**src/sv/bcs_pkg.sv**
```systemverilog
// Shared types and constants of the banded Cholesky solver.
// Used by the controller, the datapath and the top level; no dependencies.
`default_nettype none
package bcs_pkg;

    localparam int MAX_SIZE    = 256;
    localparam int MAX_BAND    = 16;
    localparam int MAX_RHS     = 4;
    localparam int VALUE_WIDTH = 32;

    localparam int BAND_DEPTH   = MAX_SIZE * MAX_BAND;
    localparam int CORNER_DEPTH = MAX_BAND * MAX_SIZE;
    localparam int RHS_DEPTH    = MAX_SIZE * MAX_RHS;

    localparam logic [1:0] REG_SYSTEM_SIZE = 2'd0;
    localparam logic [1:0] REG_BAND_WIDTH  = 2'd1;
    localparam logic [1:0] REG_CORNER_ROWS = 2'd2;
    localparam logic [1:0] REG_RHS_COUNT   = 2'd3;

    typedef enum logic [2:0] {
        REQ_BAND   = 3'd0,
        REQ_CORNER = 3'd1,
        REQ_RHS    = 3'd2,
        REQ_START  = 3'd3,
        REQ_SOLVE  = 3'd4,
        REQ_READ   = 3'd5
    } req_t;

    typedef enum logic [4:0] {
        ST_IDLE,
        ST_F_ROW,
        ST_F_RFN_WAIT,
        ST_F_BAND,
        ST_F_CORNER,
        ST_MAC_RD,
        ST_MAC_MUL,
        ST_MAC_ADD,
        ST_DIAG_RD,
        ST_DIAG_CHK,
        ST_FIN_RD,
        ST_FIN_DIFF,
        ST_FIN_DIVGO,
        ST_FIN_DIV,
        ST_B_ROW,
        ST_B_SRCH_RD,
        ST_B_SRCH_CHK,
        ST_B_CORNER,
        ST_B_BAND
    } state_t;

    typedef struct packed {
        logic [8:0] system_size;
        logic [4:0] band_width;
        logic [4:0] corner_rows;
        logic [2:0] rhs_count;
    } cfg_t;

    typedef struct packed {
        logic        coef_re;
        logic        coef_corner;
        logic [11:0] coef_addr;
        logic        rfn_re;
        logic [7:0]  rfn_addr;
        logic        rhs_re;
        logic        rhs_we;
        logic [9:0]  rhs_addr;
        logic        clear_sums;
        logic        mul_en;
        logic        acc_en;
        logic        diag_ld;
        logic        diff_ld;
        logic [1:0]  sum_sel;
        logic        div_start;
    } cmd_t;

    typedef struct packed {
        logic       diag_zero;
        logic       div_done;
        logic [3:0] rfn_q;
    } stat_t;

endpackage
`default_nettype wire

```
**src/sv/bcs_ctrl.sv**
```systemverilog
// Solve sequencer: forward pass, reach search and back pass over the band
// and corner rows, issuing commands to the datapath. Depends on bcs_pkg.
`default_nettype none
module bcs_ctrl (
    input  wire logic           clk,
    input  wire logic           rst_n,
    input  wire logic           accept,
    input  wire logic [2:0]     req_type,
    input  wire bcs_pkg::cfg_t  cfg,
    input  wire bcs_pkg::stat_t stat,
    output bcs_pkg::cmd_t       cmd,
    output logic                busy,
    output logic                done,
    output logic                status
);

    bcs_pkg::state_t state_reg, state_next;
    bcs_pkg::state_t ret_reg, ret_next;
    logic [7:0]  i_reg, i_next;
    logic [8:0]  j_reg, j_next;
    logic [7:0]  last_reg, last_next;
    logic [4:0]  cr_reg, cr_next;
    logic [1:0]  r_reg, r_next;
    logic        back_reg, back_next;
    logic [11:0] caddr_reg, caddr_next;
    logic        ccorner_reg, ccorner_next;
    logic [7:0]  xrow_reg, xrow_next;
    logic        done_reg, done_next;
    logic        status_reg, status_next;

    logic [8:0] n_eff;
    logic [4:0] k_eff, k_m1, c_pre, c_eff;
    logic [2:0] m_eff;
    logic [8:0] bandn;
    logic [9:0] ij_sum;
    logic [8:0] dcr;
    logic [9:0] slot;
    logic [8:0] reach;
    logic       last_r;

    always_comb
    begin
        if (cfg.system_size == 9'd0)
            n_eff = 9'd1;
        else if (cfg.system_size > 9'(bcs_pkg::MAX_SIZE))
            n_eff = 9'(bcs_pkg::MAX_SIZE);
        else
            n_eff = cfg.system_size;
        if (cfg.band_width == 5'd0)
            k_eff = 5'd1;
        else if (cfg.band_width > 5'(bcs_pkg::MAX_BAND))
            k_eff = 5'(bcs_pkg::MAX_BAND);
        else
            k_eff = cfg.band_width;
        if (cfg.rhs_count == 3'd0)
            m_eff = 3'd1;
        else if (cfg.rhs_count > 3'(bcs_pkg::MAX_RHS))
            m_eff = 3'(bcs_pkg::MAX_RHS);
        else
            m_eff = cfg.rhs_count;
        c_pre = (cfg.corner_rows > k_eff) ? k_eff : cfg.corner_rows;
        c_eff = ({4'd0, c_pre} > n_eff) ? n_eff[4:0] : c_pre;
    end

    assign k_m1   = k_eff - 5'd1;
    assign bandn  = n_eff - {4'd0, c_eff};
    assign ij_sum = {2'd0, i_reg} + {1'b0, j_reg};
    assign dcr    = {1'b0, i_reg} - bandn;
    assign slot   = {5'd0, k_m1} + {2'd0, i_reg} - {1'b0, j_reg};
    assign reach  = {5'd0, stat.rfn_q} + {1'b0, last_reg} - {1'b0, i_reg};
    assign last_r = ({1'b0, r_reg} == (m_eff - 3'd1));

    always_comb
    begin
        state_next   = state_reg;
        ret_next     = ret_reg;
        i_next       = i_reg;
        j_next       = j_reg;
        last_next    = last_reg;
        cr_next      = cr_reg;
        r_next       = r_reg;
        back_next    = back_reg;
        caddr_next   = caddr_reg;
        ccorner_next = ccorner_reg;
        xrow_next    = xrow_reg;
        done_next    = 1'b0;
        status_next  = 1'b0;
        cmd          = '0;

        unique case (state_reg)
            bcs_pkg::ST_IDLE:
            begin
                if (accept)
                begin
                    if (req_type == bcs_pkg::REQ_SOLVE)
                    begin
                        i_next     = '0;
                        r_next     = '0;
                        back_next  = 1'b0;
                        state_next = bcs_pkg::ST_F_ROW;
                    end
                    else
                    begin
                        done_next = 1'b1;
                    end
                end
            end

            // forward pass: start a row
            bcs_pkg::ST_F_ROW:
            begin
                cmd.clear_sums = 1'b1;
                if ({1'b0, i_reg} < bandn)
                begin
                    cmd.rfn_re   = 1'b1;
                    cmd.rfn_addr = i_reg;
                    state_next   = bcs_pkg::ST_F_RFN_WAIT;
                end
                else
                begin
                    j_next     = '0;
                    cr_next    = dcr[4:0];
                    state_next = bcs_pkg::ST_F_CORNER;
                end
            end

            bcs_pkg::ST_F_RFN_WAIT:
            begin
                j_next     = {5'd0, stat.rfn_q};
                state_next = bcs_pkg::ST_F_BAND;
            end

            bcs_pkg::ST_F_BAND:
            begin
                if (j_reg < {4'd0, k_m1})
                begin
                    j_next = j_reg + 9'd1;
                    // skip slots left of column zero
                    if (ij_sum >= {5'd0, k_m1})
                    begin
                        caddr_next   = {i_reg, j_reg[3:0]};
                        ccorner_next = 1'b0;
                        xrow_next    = 8'(ij_sum - {5'd0, k_m1});
                        r_next       = '0;
                        ret_next     = bcs_pkg::ST_F_BAND;
                        state_next   = bcs_pkg::ST_MAC_RD;
                    end
                end
                else
                begin
                    state_next = bcs_pkg::ST_DIAG_RD;
                end
            end

            bcs_pkg::ST_F_CORNER:
            begin
                if (j_reg < {1'b0, i_reg})
                begin
                    caddr_next   = {cr_reg[3:0], j_reg[7:0]};
                    ccorner_next = 1'b1;
                    xrow_next    = j_reg[7:0];
                    j_next       = j_reg + 9'd1;
                    r_next       = '0;
                    ret_next     = bcs_pkg::ST_F_CORNER;
                    state_next   = bcs_pkg::ST_MAC_RD;
                end
                else
                begin
                    state_next = bcs_pkg::ST_DIAG_RD;
                end
            end

            // one term for every right-hand side
            bcs_pkg::ST_MAC_RD:
            begin
                cmd.coef_re     = 1'b1;
                cmd.coef_corner = ccorner_reg;
                cmd.coef_addr   = caddr_reg;
                cmd.rhs_re      = 1'b1;
                cmd.rhs_addr    = {xrow_reg, r_reg};
                state_next      = bcs_pkg::ST_MAC_MUL;
            end

            bcs_pkg::ST_MAC_MUL:
            begin
                cmd.mul_en = 1'b1;
                state_next = bcs_pkg::ST_MAC_ADD;
            end

            bcs_pkg::ST_MAC_ADD:
            begin
                cmd.acc_en  = 1'b1;
                cmd.sum_sel = r_reg;
                if (last_r)
                begin
                    state_next = ret_reg;
                end
                else
                begin
                    r_next     = r_reg + 2'd1;
                    state_next = bcs_pkg::ST_MAC_RD;
                end
            end

            // row finish: fetch the diagonal, abort the solve if it is zero, else divide each right-hand side
            bcs_pkg::ST_DIAG_RD:
            begin
                cmd.coef_re = 1'b1;
                if ({1'b0, i_reg} >= bandn)
                begin
                    cmd.coef_corner = 1'b1;
                    cmd.coef_addr   = {dcr[3:0], i_reg};
                end
                else
                begin
                    cmd.coef_addr = {i_reg, k_m1[3:0]};
                end
                r_next     = '0;
                state_next = bcs_pkg::ST_DIAG_CHK;
            end

            bcs_pkg::ST_DIAG_CHK:
            begin
                if (stat.diag_zero)
                begin
                    done_next   = 1'b1;
                    status_next = 1'b1;
                    state_next  = bcs_pkg::ST_IDLE;
                end
                else
                begin
                    cmd.diag_ld = 1'b1;
                    state_next  = bcs_pkg::ST_FIN_RD;
                end
            end

            bcs_pkg::ST_FIN_RD:
            begin
                cmd.rhs_re   = 1'b1;
                cmd.rhs_addr = {i_reg, r_reg};
                state_next   = bcs_pkg::ST_FIN_DIFF;
            end

            bcs_pkg::ST_FIN_DIFF:
            begin
                cmd.diff_ld = 1'b1;
                cmd.sum_sel = r_reg;
                state_next  = bcs_pkg::ST_FIN_DIVGO;
            end

            bcs_pkg::ST_FIN_DIVGO:
            begin
                cmd.div_start = 1'b1;
                state_next    = bcs_pkg::ST_FIN_DIV;
            end

            bcs_pkg::ST_FIN_DIV:
            begin
                if (stat.div_done)
                begin
                    cmd.rhs_we   = 1'b1;
                    cmd.rhs_addr = {i_reg, r_reg};
                    if (!last_r)
                    begin
                        r_next     = r_reg + 2'd1;
                        state_next = bcs_pkg::ST_FIN_RD;
                    end
                    else if (!back_reg)
                    begin
                        if ({1'b0, i_reg} == n_eff - 9'd1)
                        begin
                            back_next  = 1'b1;
                            last_next  = i_reg;
                            state_next = bcs_pkg::ST_B_ROW;
                        end
                        else
                        begin
                            i_next     = i_reg + 8'd1;
                            state_next = bcs_pkg::ST_F_ROW;
                        end
                    end
                    else if (i_reg == 8'd0)
                    begin
                        done_next  = 1'b1;
                        state_next = bcs_pkg::ST_IDLE;
                    end
                    else
                    begin
                        i_next     = i_reg - 8'd1;
                        state_next = bcs_pkg::ST_B_ROW;
                    end
                end
            end

            // back pass: clear sums, then pull in the last row reaching column i
            bcs_pkg::ST_B_ROW:
            begin
                cmd.clear_sums = 1'b1;
                j_next         = n_eff - 9'd1;
                cr_next        = c_eff - 5'd1;
                state_next     = bcs_pkg::ST_B_SRCH_RD;
            end

            bcs_pkg::ST_B_SRCH_RD:
            begin
                if (last_reg > i_reg)
                begin
                    cmd.rfn_re   = 1'b1;
                    cmd.rfn_addr = last_reg;
                    state_next   = bcs_pkg::ST_B_SRCH_CHK;
                end
                else
                begin
                    state_next = bcs_pkg::ST_B_CORNER;
                end
            end

            bcs_pkg::ST_B_SRCH_CHK:
            begin
                if (reach >= {4'd0, k_eff})
                begin
                    last_next  = last_reg - 8'd1;
                    state_next = bcs_pkg::ST_B_SRCH_RD;
                end
                else
                begin
                    state_next = bcs_pkg::ST_B_CORNER;
                end
            end

            bcs_pkg::ST_B_CORNER:
            begin
                if (j_reg > {1'b0, i_reg} && j_reg >= bandn)
                begin
                    caddr_next   = {cr_reg[3:0], i_reg};
                    ccorner_next = 1'b1;
                    xrow_next    = j_reg[7:0];
                    j_next       = j_reg - 9'd1;
                    cr_next      = cr_reg - 5'd1;
                    r_next       = '0;
                    ret_next     = bcs_pkg::ST_B_CORNER;
                    state_next   = bcs_pkg::ST_MAC_RD;
                end
                else
                begin
                    j_next     = {1'b0, i_reg} + 9'd1;
                    state_next = bcs_pkg::ST_B_BAND;
                end
            end

            bcs_pkg::ST_B_BAND:
            begin
                if (j_reg <= {1'b0, last_reg} && j_reg < bandn)
                begin
                    caddr_next   = {j_reg[7:0], slot[3:0]};
                    ccorner_next = 1'b0;
                    xrow_next    = j_reg[7:0];
                    j_next       = j_reg + 9'd1;
                    r_next       = '0;
                    ret_next     = bcs_pkg::ST_B_BAND;
                    state_next   = bcs_pkg::ST_MAC_RD;
                end
                else
                begin
                    state_next = bcs_pkg::ST_DIAG_RD;
                end
            end

            default:
            begin
                state_next = bcs_pkg::ST_IDLE;
            end
        endcase
    end

    always_ff @(posedge clk or negedge rst_n)
    begin
        if (!rst_n)
        begin
            state_reg  <= bcs_pkg::ST_IDLE;
            ret_reg    <= bcs_pkg::ST_IDLE;
            i_reg      <= '0;
            j_reg      <= '0;
            last_reg   <= '0;
            cr_reg     <= '0;
            r_reg      <= '0;
            back_reg   <= 1'b0;
            done_reg   <= 1'b0;
            status_reg <= 1'b0;
        end
        else
        begin
            state_reg  <= state_next;
            ret_reg    <= ret_next;
            i_reg      <= i_next;
            j_reg      <= j_next;
            last_reg   <= last_next;
            cr_reg     <= cr_next;
            r_reg      <= r_next;
            back_reg   <= back_next;
            done_reg   <= done_next;
            status_reg <= status_next;
        end
    end

    always_ff @(posedge clk)
    begin
        caddr_reg   <= caddr_next;
        ccorner_reg <= ccorner_next;
        xrow_reg    <= xrow_next;
    end

    assign busy   = (state_reg != bcs_pkg::ST_IDLE);
    assign done   = done_reg;
    assign status = status_reg;

`ifndef ASSERT_OFF
    a_rhs_index: assert property (@(posedge clk) disable iff (!rst_n)
        (state_reg != bcs_pkg::ST_IDLE) |-> ({1'b0, r_reg} < m_eff))
        else $error("right-hand side index beyond count");
    a_status_strobe: assert property (@(posedge clk) disable iff (!rst_n)
        status_reg |-> done_reg)
        else $error("singular status without result strobe");
    a_abort_idle: assert property (@(posedge clk) disable iff (!rst_n)
        (state_reg == bcs_pkg::ST_DIAG_CHK && stat.diag_zero) |=> !busy)
        else $error("zero pivot did not end the solve");
`endif

endmodule
`default_nettype wire

```
**config.mk**
```make
export PLATFORM = sky130hd
export DESIGN_NAME = bcs_ctrl
export DESIGN_NICKNAME = d
export VERILOG_FILES = /design/src/sv/bcs_pkg.sv /design/src/sv/bcs_ctrl.sv
export SDC_FILE = /design/constraint.sdc
export NUM_CORES = 1
export LEC_CHECK = 0
export ABC_AREA = 1
export ABC_CLOCK_PERIOD_IN_PS = 15600
export BUFFER_PORTS_ARGS = -buffer_cell sky130_fd_sc_hd__buf_4
export CAP_MARGIN = 20
export CORE_MARGIN = 5
export CORE_UTILIZATION = 30
export DETAILED_ROUTE_END_ITERATION = 16
export GPL_ROUTABILITY_DRIVEN = 0
export PLACE_DENSITY = 0.49
export SLEW_MARGIN = 20
export SYNTH_ARGS = -nofsm -noshare
export SYNTH_HDL_FRONTEND = slang
export SYNTH_SLANG_ARGS = --single-unit
```
**constraint.sdc**
```tcl
create_clock -name clk -period 15.6 [get_ports clk]
set_input_delay 3.12 -clock clk [delete_from_list [all_inputs] [get_ports clk]]
set_output_delay 3.12 -clock clk [all_outputs]
set_load 0.02 [all_outputs]
```
## Word level (Yosys, flattened, before mapping)

Index checks and enable logic that the tools add are counted.
Widths: inputs -> output; s select.

| operators by class | value |
|---|---|
| $lt $le $gt $ge | 16 |
| reduce and logical (&&, ||, !) cells | 25 |
| mux-type cells | 117 |
| $add $sub $neg | 20 |
| eq/ne operators | 37 |

Operators with widths:

| operator | count |
|---|---|
| $mux 8 | 17 |
| $mux 5 | 21 |
| $pmux 5 s19 | 1 |
| $mux 9 | 9 |
| $mux 12 | 6 |
| $pmux 9 s7 | 1 |
| $pmux 12 s4 | 1 |
| $eq 5x4->1 const B | 8 |
| $pmux 8 s2 | 2 |
| $pmux 8 s4 | 1 |
| $mux 1 | 30 |
| $pmux 10 s3 | 1 |
| $pmux 14 s2 | 1 |
| $ne 2x2->1 const B | 13 |
| $eq 5x3->1 const B | 4 |
| $mux 2 | 10 |
| $mux 4 | 5 |
| $pmux 5 s4 | 1 |
| $pmux 9 s2 | 1 |
| $sub 9x1->9 const B | 2 |
| $pmux 2 s8 | 1 |
| $sub 8x1->8 const B | 2 |
| $eq 5x5->1 const B | 3 |
| $pmux 5 s3 | 1 |
| other kinds (59) | 73 |

| storage, ports and cells | value |
|---|---|
| bits in registers | 66 |
| input bits | 34 |

## Depth between registers and ports, before layout

| depth | value |
|---|---|
| depth after elaboration | 12 |
| depth in mapped cells | 43 |
| depth with buffers taken out | 43 |

## Worst setup path after synthesis

Ideal clock, no wire load.

| path | value |
|---|---|
| path kind | in2out |
| from | in cfg[10] in the netlist's numbering |
| to | out cmd[32] in the netlist's numbering |
| path buffers | 1 |
| data required time | 12.480 ns |
| stages | 38 |
| setup slack | 4.379 ns |
| data arrival time | 8.101 ns |
| path through | nor2_1 > nand2_1 > o21ai_0 > nand2_1 > ha_1 > nand2_1 > nor2_1 > nand2_1 > o211ai_1 > nand2_1 > o21ai_0 > ha_1 > a21oi_1 > nor2_1 > o21ai_0 > nand2_1 > nand2_1 > inv_1 > (+2 left out) > ha_1 > fa_1 > xor2_1 > ha_1 > nand2_1 > nor2_1 > a211oi_1 > nor2_1 > o21ai_0 > nand2_1 > nand3b_1 > nand2_2 > nand2_4 > nand2_1 > buf_4 > nand2_1 > nand3_1 > nand2_1 |

RTL lines:

| what | RTL line | source |
|---|---|---|
| start: declaration | bcs_ctrl.sv:9 | `input wire bcs_pkg::cfg_t cfg,` |
| end: declaration | bcs_ctrl.sv:11 | `output bcs_pkg::cmd_t cmd,` |

==> results.json <==
{
  "cp-end-kind": "primary output",
  "largest_register_ff_count": 12,
  "cellPowerDensity_nw_per_um2": 109.1,
  "clock_path_buffers": 2,
  "post_cts_hold_buffer_count": 0,
  "pin_count_of_the_biggest_net_entering_global_routing": 44,
  "drtIter0Drc": 907,
  "tritoncts": "built",
  "synth_sequential_area_ratio_pct": 19.72,
  "final_core_util_pct": 34.99,
  "timing_worst_slew_pin_value_ns": 0.9711,
  "synth.cell_area_um2": 8656,
  "postSynthAreaPerCell_um2": 6.633,
  "top_level_ports": 80,
  "worst_ep_required_time_ns": 12.48,
  "grt_pass1_vias": 8715,
  "finalHoldViolations": 0,
  "drtAntennaViolNets": 0,
  "cap_viol_max_count": 0,
  "antenna_cells_inserted": 0,
  "avgViaCountPerCell": 5.136,
  "postLayoutCellArea_um2": 10020,
  "cp_max_fo": 15,
  "num_rows": 62,
  "fin_setup_tns_ns": 0,
  "slew_violations": 0,
  "finalSetupViolations": 0,
  "setup_cp_type": "in2out",
  "vdd_drop_max_mv": 0.07384,
  "cts-buffers-inserted": 9,
  "grt_antenna_before_repair": 0,
  "cts_num_sinks": 64,
  "start_util_pct": 30.24,
  "wire_per_inst_um": 18.89,
  "cpMostUsedCell": "nand2_1",
  "syn_to_final_growth_pct": 15.73,
  "port-buffer-count": 79,
  "grt_pass1_wl_mm": 51.17,
  "cts_h_tree_lvls": 3,
  "cp_slowest_stage_delay_ns": 0.41,
  "leakage_nw": 5.202,
  "synth_enable_flop_cells": 21,
  "synthArstFlopShare_pct": 67.19,
  "post_cts_resized": 0,
  "clk-insertion-delay-late_ns": 0.35,
  "synth_top_flop_cell": "dfrtp_1",
  "cts-root-buf": "clkbuf_16",
  "timing.slew.headroom_pct": 35.02,
  "fmax_ghz": 0.08074,
  "arrival_ns": 9.26,
  "cp-start-kind": "primary input",
  "die-area_um2": 32350,
  "syn-instance-count": 1305,
  "shortest_clock_period_the_worst_path_allows_after_layout_ns": 12.38,
  "layout_commonest_cell": "nand2_1",
  "postSynthRegisterBits": 64,
  "finalCritPeriodShare_pct": 79.39,
  "skew_ns": 0.01712,
  "nNetsFinal": 1532,
  "clk_transition_reported_paths_ns": 0.07,
  "synth.distinct_cells": 56,
  "fin_worst_hold_slack_ns": 0.4937,
  "post-dp-hpwl_mm": 26.07,
  "final_layout_size_suffix_gt1_share_pct": 11.46,
  "crit_path_top_delay_cell": "fa_1",
  "die_height_um": 179.9,
  "yosys_warnings": 0,
  "routed_wl_mm": 33.46,
  "syn_nets": 1454,
  "status": "finished clean",
  "overall_global_routing_resource_usage_pct": 20.17,
  "detailroute.via_count": 9095,
  "dpl_cell_area_um2": 9713,
  "die_w_um": 179.9,
  "post_cts.repair.setup_buffers": 0,
  "grt_setup_unrepaired": "false",
  "hold_path.class": "reg2reg",
  "globalRoute.totalOverflow": 0,
  "remaining_drc_errors": 0,
  "core_um2": 28630,
  "commonest_non_fill_non_tap_cells_in_the_layout": "321 x nand2_1, 173 x inv_1, 117 x nand3_1",
  "first_pass_iters": 7
}
==> cell usage after synthesis (19+ instances only) <==
master / n / share of area [%]
nor2_1: 108 / 4.7
ha_1: 101 / 15
xor2_1: 39 / 3.9
nand3_1: 117 / 6.8
nor3_1: 19 / 1.1
nand2_1: 321 / 14
a21oi_1: 56 / 3.2
nand4_1: 29 / 2.1
inv_1: 173 / 7.5
dfrtp_1: 43 / 12
o21ai_0: 77 / 4.5
edfxtp_1: 21 / 7.3
o22ai_1: 19 / 1.4
==> cell type report <==
class | instances | area, um^2
clock buffers | 11 | 252.7
clock inverters | 4 | 51.30
repair buffers | 93 | 698.2
well taps | 384 | 480.5
fillers | 3125 | 18610
multi-input cells | 1030 | 6133
flip-flops and latches | 64 | 1707
inverters | 185 | 694.4
==> stage by stage <==
step | setup slack [ns] | std cells | power (mW)
after CTS | 3.240 | 1771 | 1.092
final | 3.215 | 1771 | 1.093
after floorplan | 4.379 | 1305 | 0.6825
after global routing | 2.485 | 1771 | 1.176
after detailed placement | 3.250 | 1756 | 0.8703
after global placement | 3.508 | 1756 | 0.8696
==> logic make-up after synthesis <==
group                      count (synthesis)  synth area share, %
and+or+nand+nor                          646                33.20
AOI/OAI and AO/OA                        221                14.96
buffers and inverters                    211                9.425
adders and majority gates                115                17.84
DFF                                       64                19.72
xor gates and xnor gates                  48                4.857
==> where the power goes <==
part           internal (mW)  switching [mW]
Sequential             0.223          0.0289
Combinational          0.203           0.421
Clock                  0.132          0.0858
Total                  0.558           0.535
==> per-layer routing <==
| metal | share of wire (%) | GRT usage, % | routed length (um) | up-vias |
|---|---|---|---|---|
| li1 | - | - | - | 4514 |
| met1 | 44 | 26.65 | 14790 | 4263 |
| met2 | 48 | 34.27 | 15980 | 270 |
| met3 | 5.8 | 3.032 | 1952 | 48 |
| met4 | 2.2 | 5.791 | 735 | 0 |
| met5 | 0 | 0 | 0 | - |
==> worst paths after layout <==
check                           start      endpoint  slack (ns)  cells past startpoint
max                           cfg[10]       cmd[41]        3.22                     37
min                        ret_reg[2]    ret_reg[2]        0.49                      2
max reg2reg                  i_reg[1]  state_reg[1]       10.87                     20
min reg2reg                ret_reg[2]    ret_reg[2]        0.49                      2
max in group asynchronous       rst_n      i_reg[0]       12.38                      1
min in group asynchronous       rst_n   last_reg[6]        2.77                      1
==> worst max-delay path, delay by kind of cell <==
family,cells,cell delay [ns]
buf+inv,4,0.48
simple gates,20,2.24
compound gates,7,1.60
xor+xnor,1,0.20
fa+ha+maj,5,1.62
(Power assumes the default switching activity.)
